`src/design/amss_pkg.sv`:
```
// Shared types and constants for the adjacency mutual source/sink scan block.
package amss_pkg;

	localparam int ROW_W = 32;
	localparam int IDX_W = 5;
	localparam int CNT_W = 6;

	localparam logic [CNT_W-1:0] NODE_COUNT_RST = 6'd32;

	localparam logic RESULT_ROW   = 1'b0;
	localparam logic RESULT_FINAL = 1'b1;

	// One accepted row's worth of results, waiting for the output side.
	typedef struct packed {
		logic [IDX_W-1:0] node_index;
		logic [ROW_W-1:0] mutual_mask;
		logic             no_outgoing;
		logic             is_final;
		logic [ROW_W-1:0] no_incoming_mask;
	} amss_rec_t;

endpackage

```
`src/design/amss_lane.sv`:
```
// One lane: holds a stored matrix row and checks it for the reverse edge of the current row.
module amss_lane (
	input  logic                      clk,
	input  logic                      wr_en,
	input  logic [amss_pkg::ROW_W-1:0] wr_row,
	input  logic [amss_pkg::IDX_W-1:0] col,
	input  logic                      below,
	input  logic                      fwd_edge,
	output logic                      hit
);
	import amss_pkg::*;

	logic [ROW_W-1:0] row_q;

	always_ff @(posedge clk) begin
		if (wr_en) begin
			row_q <= wr_row;
		end
	end

	// An edge is mutual when this lane's node is earlier, the current row points
	// to it, and its stored row points back to the current row.
	assign hit = below & fwd_edge & row_q[col];

endmodule

```
`src/design/amss_merge.sv`:
```
// Result queue: buffers per-row records and emits one or two result transactions for each.
module amss_merge (
	input  logic                       clk,
	input  logic                       arst_n,
	input  logic                       push,
	input  amss_pkg::amss_rec_t        push_rec,
	output logic                       push_ready,
	output logic                       out_valid,
	input  logic                       out_ready,
	output logic                       result_kind,
	output logic [amss_pkg::IDX_W-1:0] node_index,
	output logic [amss_pkg::ROW_W-1:0] mutual_mask,
	output logic                       no_outgoing,
	output logic [amss_pkg::ROW_W-1:0] no_incoming_mask,
	output logic                       last_of_run
);
	import amss_pkg::*;

	amss_rec_t  ent_q [2];
	logic       wr_ptr_q;
	logic       rd_ptr_q;
	logic [1:0] count_q;
	logic       phase_q;
	amss_rec_t  head;
	logic       out_take;
	logic       pop;

	assign head       = ent_q[rd_ptr_q];
	assign push_ready = (count_q != 2'd2);
	assign out_valid  = (count_q != 2'd0);
	assign out_take   = out_valid & out_ready;
	// The final row stays at the head until its second transaction is taken.
	assign pop        = out_take & (phase_q | ~head.is_final);

	always_comb begin
		result_kind      = phase_q ? RESULT_FINAL : RESULT_ROW;
		node_index       = phase_q ? '0 : head.node_index;
		mutual_mask      = phase_q ? '0 : head.mutual_mask;
		no_outgoing      = phase_q ? 1'b0 : head.no_outgoing;
		no_incoming_mask = phase_q ? head.no_incoming_mask : '0;
		last_of_run      = phase_q | ~head.is_final;
	end

	always_ff @(posedge clk) begin
		if (push) begin
			ent_q[wr_ptr_q] <= push_rec;
		end
	end

	always_ff @(posedge clk or negedge arst_n) begin
		if (!arst_n) begin
			wr_ptr_q <= 1'b0;
			rd_ptr_q <= 1'b0;
			count_q  <= 2'd0;
			phase_q  <= 1'b0;
		end else begin
			if (push) begin
				wr_ptr_q <= ~wr_ptr_q;
			end
			if (pop) begin
				rd_ptr_q <= ~rd_ptr_q;
				phase_q  <= 1'b0;
			end else if (out_take && head.is_final) begin
				phase_q <= 1'b1;
			end
			case ({push, pop})
				2'b10:   count_q <= count_q + 2'd1;
				2'b01:   count_q <= count_q - 2'd1;
				default: count_q <= count_q;
			endcase
		end
	end

	a_count_bound: assert property (@(posedge clk) disable iff (!arst_n)
		count_q != 2'd3)
		else $error("result queue count out of range");

	a_no_push_full: assert property (@(posedge clk) disable iff (!arst_n)
		(count_q == 2'd2) |-> !push)
		else $error("push into a full result queue");

	a_phase_final: assert property (@(posedge clk) disable iff (!arst_n)
		phase_q |-> (out_valid && head.is_final))
		else $error("second result pending without a final row at the head");

	a_final_then_summary: assert property (@(posedge clk) disable iff (!arst_n)
		(out_take && !phase_q && head.is_final) |=> (out_valid && phase_q))
		else $error("final row transaction not followed by its summary");

endmodule

```
`src/design/adjacency_mutual_source_sink_scan_top.sv`:
```
// Top level of the adjacency mutual source/sink scan block.
// Usage: rows of a directed adjacency matrix enter on the in channel (row_index,
// row_bits), one transaction per row, in ascending order from row 0 up to
// node_count-1. The cfg channel writes node_count (1..32) while the block is idle.
// Each in-range row gives one row result on the out channel: the mask of
// earlier nodes with edges both ways and a flag for a row with only its
// self-loop. The row node_count-1 gives a second, summary transaction with the
// mask of nodes that no other node points to. Rows at or beyond node_count are
// taken and dropped without any result.
// A row result is registered in the result queue before it is offered.
// The block takes one row per cycle while in_ready is high; the last row
// occupies the output for two transactions. Every row is compared against all
// stored rows at once by one lane per node, each lane holding its row in flops.
// A two-entry result queue sits between the sides, so a new row is taken while
// a result waits; when the receiver stalls the queue fills and in_ready drops.
// Reset empties the queue, clears the column record and sets node_count to 32;
// stored rows are not cleared and become meaningful once written.
module adjacency_mutual_source_sink_scan_top #(
	parameter int MAX_NODES = 32
) (
	input  logic                       clk,
	input  logic                       arst_n,
	input  logic                       cfg_valid,
	output logic                       cfg_ready,
	input  logic [amss_pkg::CNT_W-1:0] cfg_data,
	input  logic                       in_valid,
	output logic                       in_ready,
	input  logic [amss_pkg::IDX_W-1:0] row_index,
	input  logic [amss_pkg::ROW_W-1:0] row_bits,
	output logic                       out_valid,
	input  logic                       out_ready,
	output logic                       result_kind,
	output logic [amss_pkg::IDX_W-1:0] node_index,
	output logic [amss_pkg::ROW_W-1:0] mutual_mask,
	output logic                       no_outgoing,
	output logic [amss_pkg::ROW_W-1:0] no_incoming_mask,
	output logic                       last_of_run
);
	import amss_pkg::*;

	localparam int NUM_LANES = (MAX_NODES < ROW_W) ? MAX_NODES : ROW_W;

	logic [CNT_W-1:0] node_count_q;
	logic [ROW_W-1:0] column_seen_q;
	logic [CNT_W-1:0] eff_count;
	logic [CNT_W-1:0] row_ext;
	logic [ROW_W-1:0] vmask;
	logic [ROW_W-1:0] diag;
	logic [ROW_W-1:0] clean_row;
	logic [ROW_W-1:0] seen_next;
	logic [ROW_W-1:0] mutual;
	logic [NUM_LANES-1:0] lane_hit;
	logic             in_take;
	logic             in_range;
	logic             is_final;
	logic             push_ready;
	amss_rec_t        rec;

	assign cfg_ready = 1'b1;

	always_ff @(posedge clk or negedge arst_n) begin
		if (!arst_n) begin
			node_count_q <= NODE_COUNT_RST;
		end else if (cfg_valid && cfg_ready) begin
			node_count_q <= cfg_data;
		end
	end

	// A count of zero acts as one; larger counts saturate at the lane count.
	always_comb begin
		if (node_count_q == '0) begin
			eff_count = CNT_W'(1);
		end else if (node_count_q > CNT_W'(NUM_LANES)) begin
			eff_count = CNT_W'(NUM_LANES);
		end else begin
			eff_count = node_count_q;
		end
	end

	always_comb begin
		for (int j = 0; j < ROW_W; j++) begin
			vmask[j] = (CNT_W'(j) < eff_count);
		end
	end

	assign row_ext   = {1'b0, row_index};
	assign in_range  = (row_ext < eff_count);
	assign is_final  = (row_ext == (eff_count - CNT_W'(1)));
	assign in_ready  = push_ready;
	assign in_take   = in_valid & in_ready;
	assign diag      = ROW_W'(1) << row_index;
	assign clean_row = (row_bits & vmask) | diag;
	assign seen_next = ((row_index == '0) ? '0 : column_seen_q) | (clean_row & ~diag);

	for (genvar j = 0; j < NUM_LANES; j++) begin : g_lane
		amss_lane u_lane (
			.clk      (clk),
			.wr_en    (in_take && in_range && (row_index == IDX_W'(j))),
			.wr_row   (clean_row),
			.col      (row_index),
			.below    (CNT_W'(j) < row_ext),
			.fwd_edge (clean_row[j]),
			.hit      (lane_hit[j])
		);
	end

	always_comb begin
		mutual = '0;
		for (int j = 0; j < NUM_LANES; j++) begin
			mutual[j] = lane_hit[j];
		end
	end

	always_ff @(posedge clk or negedge arst_n) begin
		if (!arst_n) begin
			column_seen_q <= '0;
		end else if (in_take && in_range) begin
			column_seen_q <= seen_next;
		end
	end

	always_comb begin
		rec.node_index       = row_index;
		rec.mutual_mask      = mutual;
		rec.no_outgoing      = (clean_row == diag);
		rec.is_final         = is_final;
		rec.no_incoming_mask = ~seen_next & vmask;
	end

	amss_merge u_merge (
		.clk              (clk),
		.arst_n           (arst_n),
		.push             (in_take && in_range),
		.push_rec         (rec),
		.push_ready       (push_ready),
		.out_valid        (out_valid),
		.out_ready        (out_ready),
		.result_kind      (result_kind),
		.node_index       (node_index),
		.mutual_mask      (mutual_mask),
		.no_outgoing      (no_outgoing),
		.no_incoming_mask (no_incoming_mask),
		.last_of_run      (last_of_run)
	);

endmodule
```
`config.mk`:
```
export PLATFORM = sky130hd
export DESIGN_NAME = adjacency_mutual_source_sink_scan_top
export DESIGN_NICKNAME = d
export VERILOG_FILES = /design/src/design/amss_pkg.sv /design/src/design/amss_lane.sv /design/src/design/amss_merge.sv /design/src/design/adjacency_mutual_source_sink_scan_top.sv
export SDC_FILE = /design/constraint.sdc
export NUM_CORES = 1
export LEC_CHECK = 0
export BUFFER_PORTS_ARGS = -buffer_cell sky130_fd_sc_hd__clkbuf_2
export CAP_MARGIN = 20
export CORE_MARGIN = 2
export CORE_UTILIZATION = 58
export CTS_CLUSTER_DIAMETER = 80
export DETAILED_ROUTE_END_ITERATION = 8
export PLACE_DENSITY = 0.83
export SYNTH_ARGS = -nofsm -noshare
export SYNTH_HDL_FRONTEND = slang
export SYNTH_SLANG_ARGS = --single-unit
```
`constraint.sdc`:
```
create_clock -name clk -period 7.3 [get_ports clk]
set_input_delay 0.73 -clock clk [delete_from_list [all_inputs] [get_ports clk]]
set_output_delay 0.73 -clock clk [all_outputs]
set_load 0.005 [all_outputs]
```
==> impl_results.md <==
- Total track usage: 0.296
- Number of library cell types mapped by synthesis: 76
- Number of setup buffers added after CTS: 0
- Number of clock sinks seen by CTS: 693
- Post-synth top flop: sky130_fd_sc_hd__edfxtp_1
- Num ports: roughly 120
- Port Buffers: 120
- Flip-flop and latch count after synthesis: 693
- Number of warning messages in the yosys log: 0
- Filler Cells Inserted: approximately 3,100
- Deepest level of the CTS H-tree: 3
- Final Net Count: 1,820
- Root buffer cell: sky130_fd_sc_hd__clkbuf_16
- Number of rows in the core area: 81
- Worst-case headroom to the max-slew limit: 0.278
- Number of nets with antenna violations after routing: 0
- Post-DP HPWL: 42,600 um
- Mapped Avg Cell Area: 17.6 um^2
- Vias in the first global route: between 15,000 and 20,000
- Global-route track usage on met3: 0.0641
- Starting DRC count in detailed routing: 2,680
- Number of optimization iterations in the first detailed-route pass: 6
- Layout overhead on the synthesized area: 12.2%
- Fraction of final layout cells sized beyond drive strength 1: 0.246
- Period minus WS final: around 4.6 ns
- Number of failing hold endpoints at the final stage: 0
- Via Count: 16,681
- Max Transition Viols Final: 0
- Area of combinational cells with multiple inputs: between 7000 and 8000 um^2
- Max capacitance violation total: 0
- Required time of the critical path: 7.59 ns
- Post-layout power: 9630 uW
- Post_cts resized: 0
- Worst Setup Start Kind: register
- Number of antenna violations at the first check in global routing: 2
- Ys async rst share: 0.0620
- Final WL: 75,200 um
- Top library cells by usage in the layout, fill and taps aside: sky130_fd_sc_hd__edfxtp_1 (650), sky130_fd_sc_hd__mux4_2 (132), sky130_fd_sc_hd__clkbuf_2 (117)
- Total congestion overflow after global routing: 0
- Maximum vdd drop: 0.181 mV
- Main combinational cell family by area after synthesis: multiplexers
- Crit path capture type: register
- Die height: 226 um
- Static leakage power: 0.0111 uW
- Wire length of the first global-routing pass: 108,000 um
- Adder-cell share of the synthesized area: 0.00393
- Xor and xnor fraction of the mapped netlist area: 0.00337
- Routed vias/inst: 6.73
- Sequential cell area: 20,600 um^2
- Crit-path max FO: 34
- Multiplexer share of the synthesized area: 0.142
- DR WL/cell: 30.4 um
- DRC violations left: 0
- Final Setup Violations: 0
- Synthesized netlist net count: 1,687
- CTS Hold Buffers Added: 0
- Die X-Extent: 226 um
- Top cells by area, synth: sky130_fd_sc_hd__edfxtp_1 (68%), sky130_fd_sc_hd__mux4_2 (10%), sky130_fd_sc_hd__dfrtp_1 (3.7%), sky130_fd_sc_hd__mux2i_1 (3.1%), sky130_fd_sc_hd__nor2_1 (1.6%)
- Gate count of the mapped netlist: 1,630
- Die area: slightly above 50,000 um^2
- Most common library cell in the layout ignoring fill and taps: sky130_fd_sc_hd__edfxtp_1
- Number of enable-type register cells in the synthesized netlist: 650
- Share of synthesized cell area in and, or, nand and nor gates: 0.0601
- Clock tree from TritonCTS: built
- Met1 GRT Util: 0.396
- Data arrival time of the critical path: 4.87 ns
- Worst-margin pin slew: 1.08 ns
- Fmax: 0.218 GHz
- Synth area leader: sky130_fd_sc_hd__edfxtp_1
- Initial Utilization: 0.586
- Sequential element share of the synthesized area: 0.720
- Clock-pin slew of the registers on the worst-case setup and hold paths: 0.07 ns
- Final Skew: 0.0292 ns
- GR peak layer: met2
- Area share of the largest cell type after synthesis: 0.682
- Synthesized area: 28,600 um^2
- Total Negative Setup Slacks: 0 ns
- Clock tree buffer depth: 3
- Power per cell area: ~300 nW/um^2
- Type of the tightest min-delay check: in -> async
- Run status: complete, no violations
- Clock buffer count from CTS: between 60 and 70
- Compound-gate portion of the synthesized area: 0.0516
- Unrepaired setup endpoints after global routing: false
- Final estimated routing congestion in global placement: 0.958
- Global-route met2 utilization: 0.462
- Clk Latency, worst-skew pair: 0.61 ns
- Pin count of the biggest net entering global routing: about 110
- Path type of the worst setup path: reg -> reg
- Period Utilization, post-route: 0.629
- Core Footprint: 48,800 um^2
[cell usage after synthesis, types with 9 or more instances]
cell type and n:
sky130_fd_sc_hd__a22oi_1 9, sky130_fd_sc_hd__a21oi_1 48, sky130_fd_sc_hd__mux4_2 132, sky130_fd_sc_hd__inv_1 12
sky130_fd_sc_hd__edfxtp_1 650, sky130_fd_sc_hd__buf_1 13, sky130_fd_sc_hd__buf_2 22, sky130_fd_sc_hd__a211oi_1 11
sky130_fd_sc_hd__clkbuf_1 52, sky130_fd_sc_hd__nand2_1 101, sky130_fd_sc_hd__nor3b_1 10, sky130_fd_sc_hd__a22o_1 13
sky130_fd_sc_hd__ha_1 9, sky130_fd_sc_hd__mux2i_1 90, sky130_fd_sc_hd__and3_1 9, sky130_fd_sc_hd__nor2b_1 48
sky130_fd_sc_hd__nor2_1 122, sky130_fd_sc_hd__nor3_1 12, sky130_fd_sc_hd__o21ai_0 23, sky130_fd_sc_hd__mux2_2 16
sky130_fd_sc_hd__nand2b_1 11, sky130_fd_sc_hd__dfrtp_1 42, sky130_fd_sc_hd__a221oi_1 19
[flip-flops by register name, summed over array words and instances, names as in the netlist]
signal,count
g_lane.u_lane.row_q,510
node_count_q,6
u_merge.count_q,2
u_merge.ent_q,140
u_merge.rd_ptr_q,1
column_seen_q,32
u_merge.wr_ptr_q,1
u_merge.phase_q,1
[layout make-up]
cell class | instances | area share
inverter | 13 | 0.00152
clock inverter | 29 | 0.00713
antenna | 1 | 0.0000779
tap | 664 | 0.0259
clock buffer | 88 | 0.0560
timing repair buffer | 167 | 0.0333
sequential | 693 | 0.642
multi-input combinational | 822 | 0.235
[cells by family after synthesis]
kind of cell | count (synthesis)
simple gates | 356
buf+inv | 115
fa+ha+maj | 9
xor+xnor | 11
flops | 693
compound gates | 206
mux | 238
other cells | 2
[metrics by stage]
step | std cells | hold WS (ns) | util | setup slack [ns] | cell area, um^2
after global placement | 2348 | 0.471 | 0.612 | 2.95 | 29900
final | 2477 | 0.235 | 0.657 | 2.71 | 32100
after detailed placement | 2348 | 0.474 | 0.612 | 2.85 | 29900
after global routing | 2476 | 0.289 | 0.657 | 2.54 | 32100
after floorplan | 1630 | 0.434 | - | 1.56 | 28600
after CTS | 2465 | 0.246 | 0.654 | 2.79 | 31900
[report_power, final]
group          total (uW)  internal, uW  switching (uW)
logic                1510           576             937
registers            4850          4710             145
clock network        3270          1840            1420
[worst max-delay path, cell delays in order, from the launching register on]
cell                      delay, ns
sky130_fd_sc_hd__dfrtp_1       0.62
sky130_fd_sc_hd__or2_1         0.37
sky130_fd_sc_hd__nor3_1        0.16
sky130_fd_sc_hd__nor2_1        0.06
sky130_fd_sc_hd__nor2_1        0.24
sky130_fd_sc_hd__ha_1          0.21
sky130_fd_sc_hd__nor2b_1       0.05
sky130_fd_sc_hd__o21a_1        0.15
sky130_fd_sc_hd__o21ai_0       0.24
sky130_fd_sc_hd__a21o_1        0.16
sky130_fd_sc_hd__buf_4         0.29
sky130_fd_sc_hd__inv_2         0.26
sky130_fd_sc_hd__buf_4         0.36
sky130_fd_sc_hd__nor2_2        0.71
sky130_fd_sc_hd__buf_4         0.38
[metal layers]
layer | part of all wire | up-vias
met5 | 0.00017 | -
met4 | 0.047 | 2
met3 | 0.12 | 258
met2 | 0.47 | 1389
met1 | 0.36 | 8279
li1 | - | 6753
[path summary, 6_finish.rpt]
check                                  startpoint                   endpoint  slack (ns)  cells past startpoint
worst min register to register  column_seen_q[13]          column_seen_q[13]        0.49                      1
worst min-delay path                       arst_n          column_seen_q[31]        0.23                      2
worst max register to register    node_count_q[2]  g_lane[1].u_lane.row_q[8]        2.71                     14
max in group asynchronous                  arst_n           u_merge.rd_ptr_q        6.53                      2
worst max-delay path              node_count_q[2]  g_lane[1].u_lane.row_q[8]        2.71                     14
min in group clk                      cfg_data[0]            node_count_q[0]        0.37                      2
(Power assumes the default switching activity.)
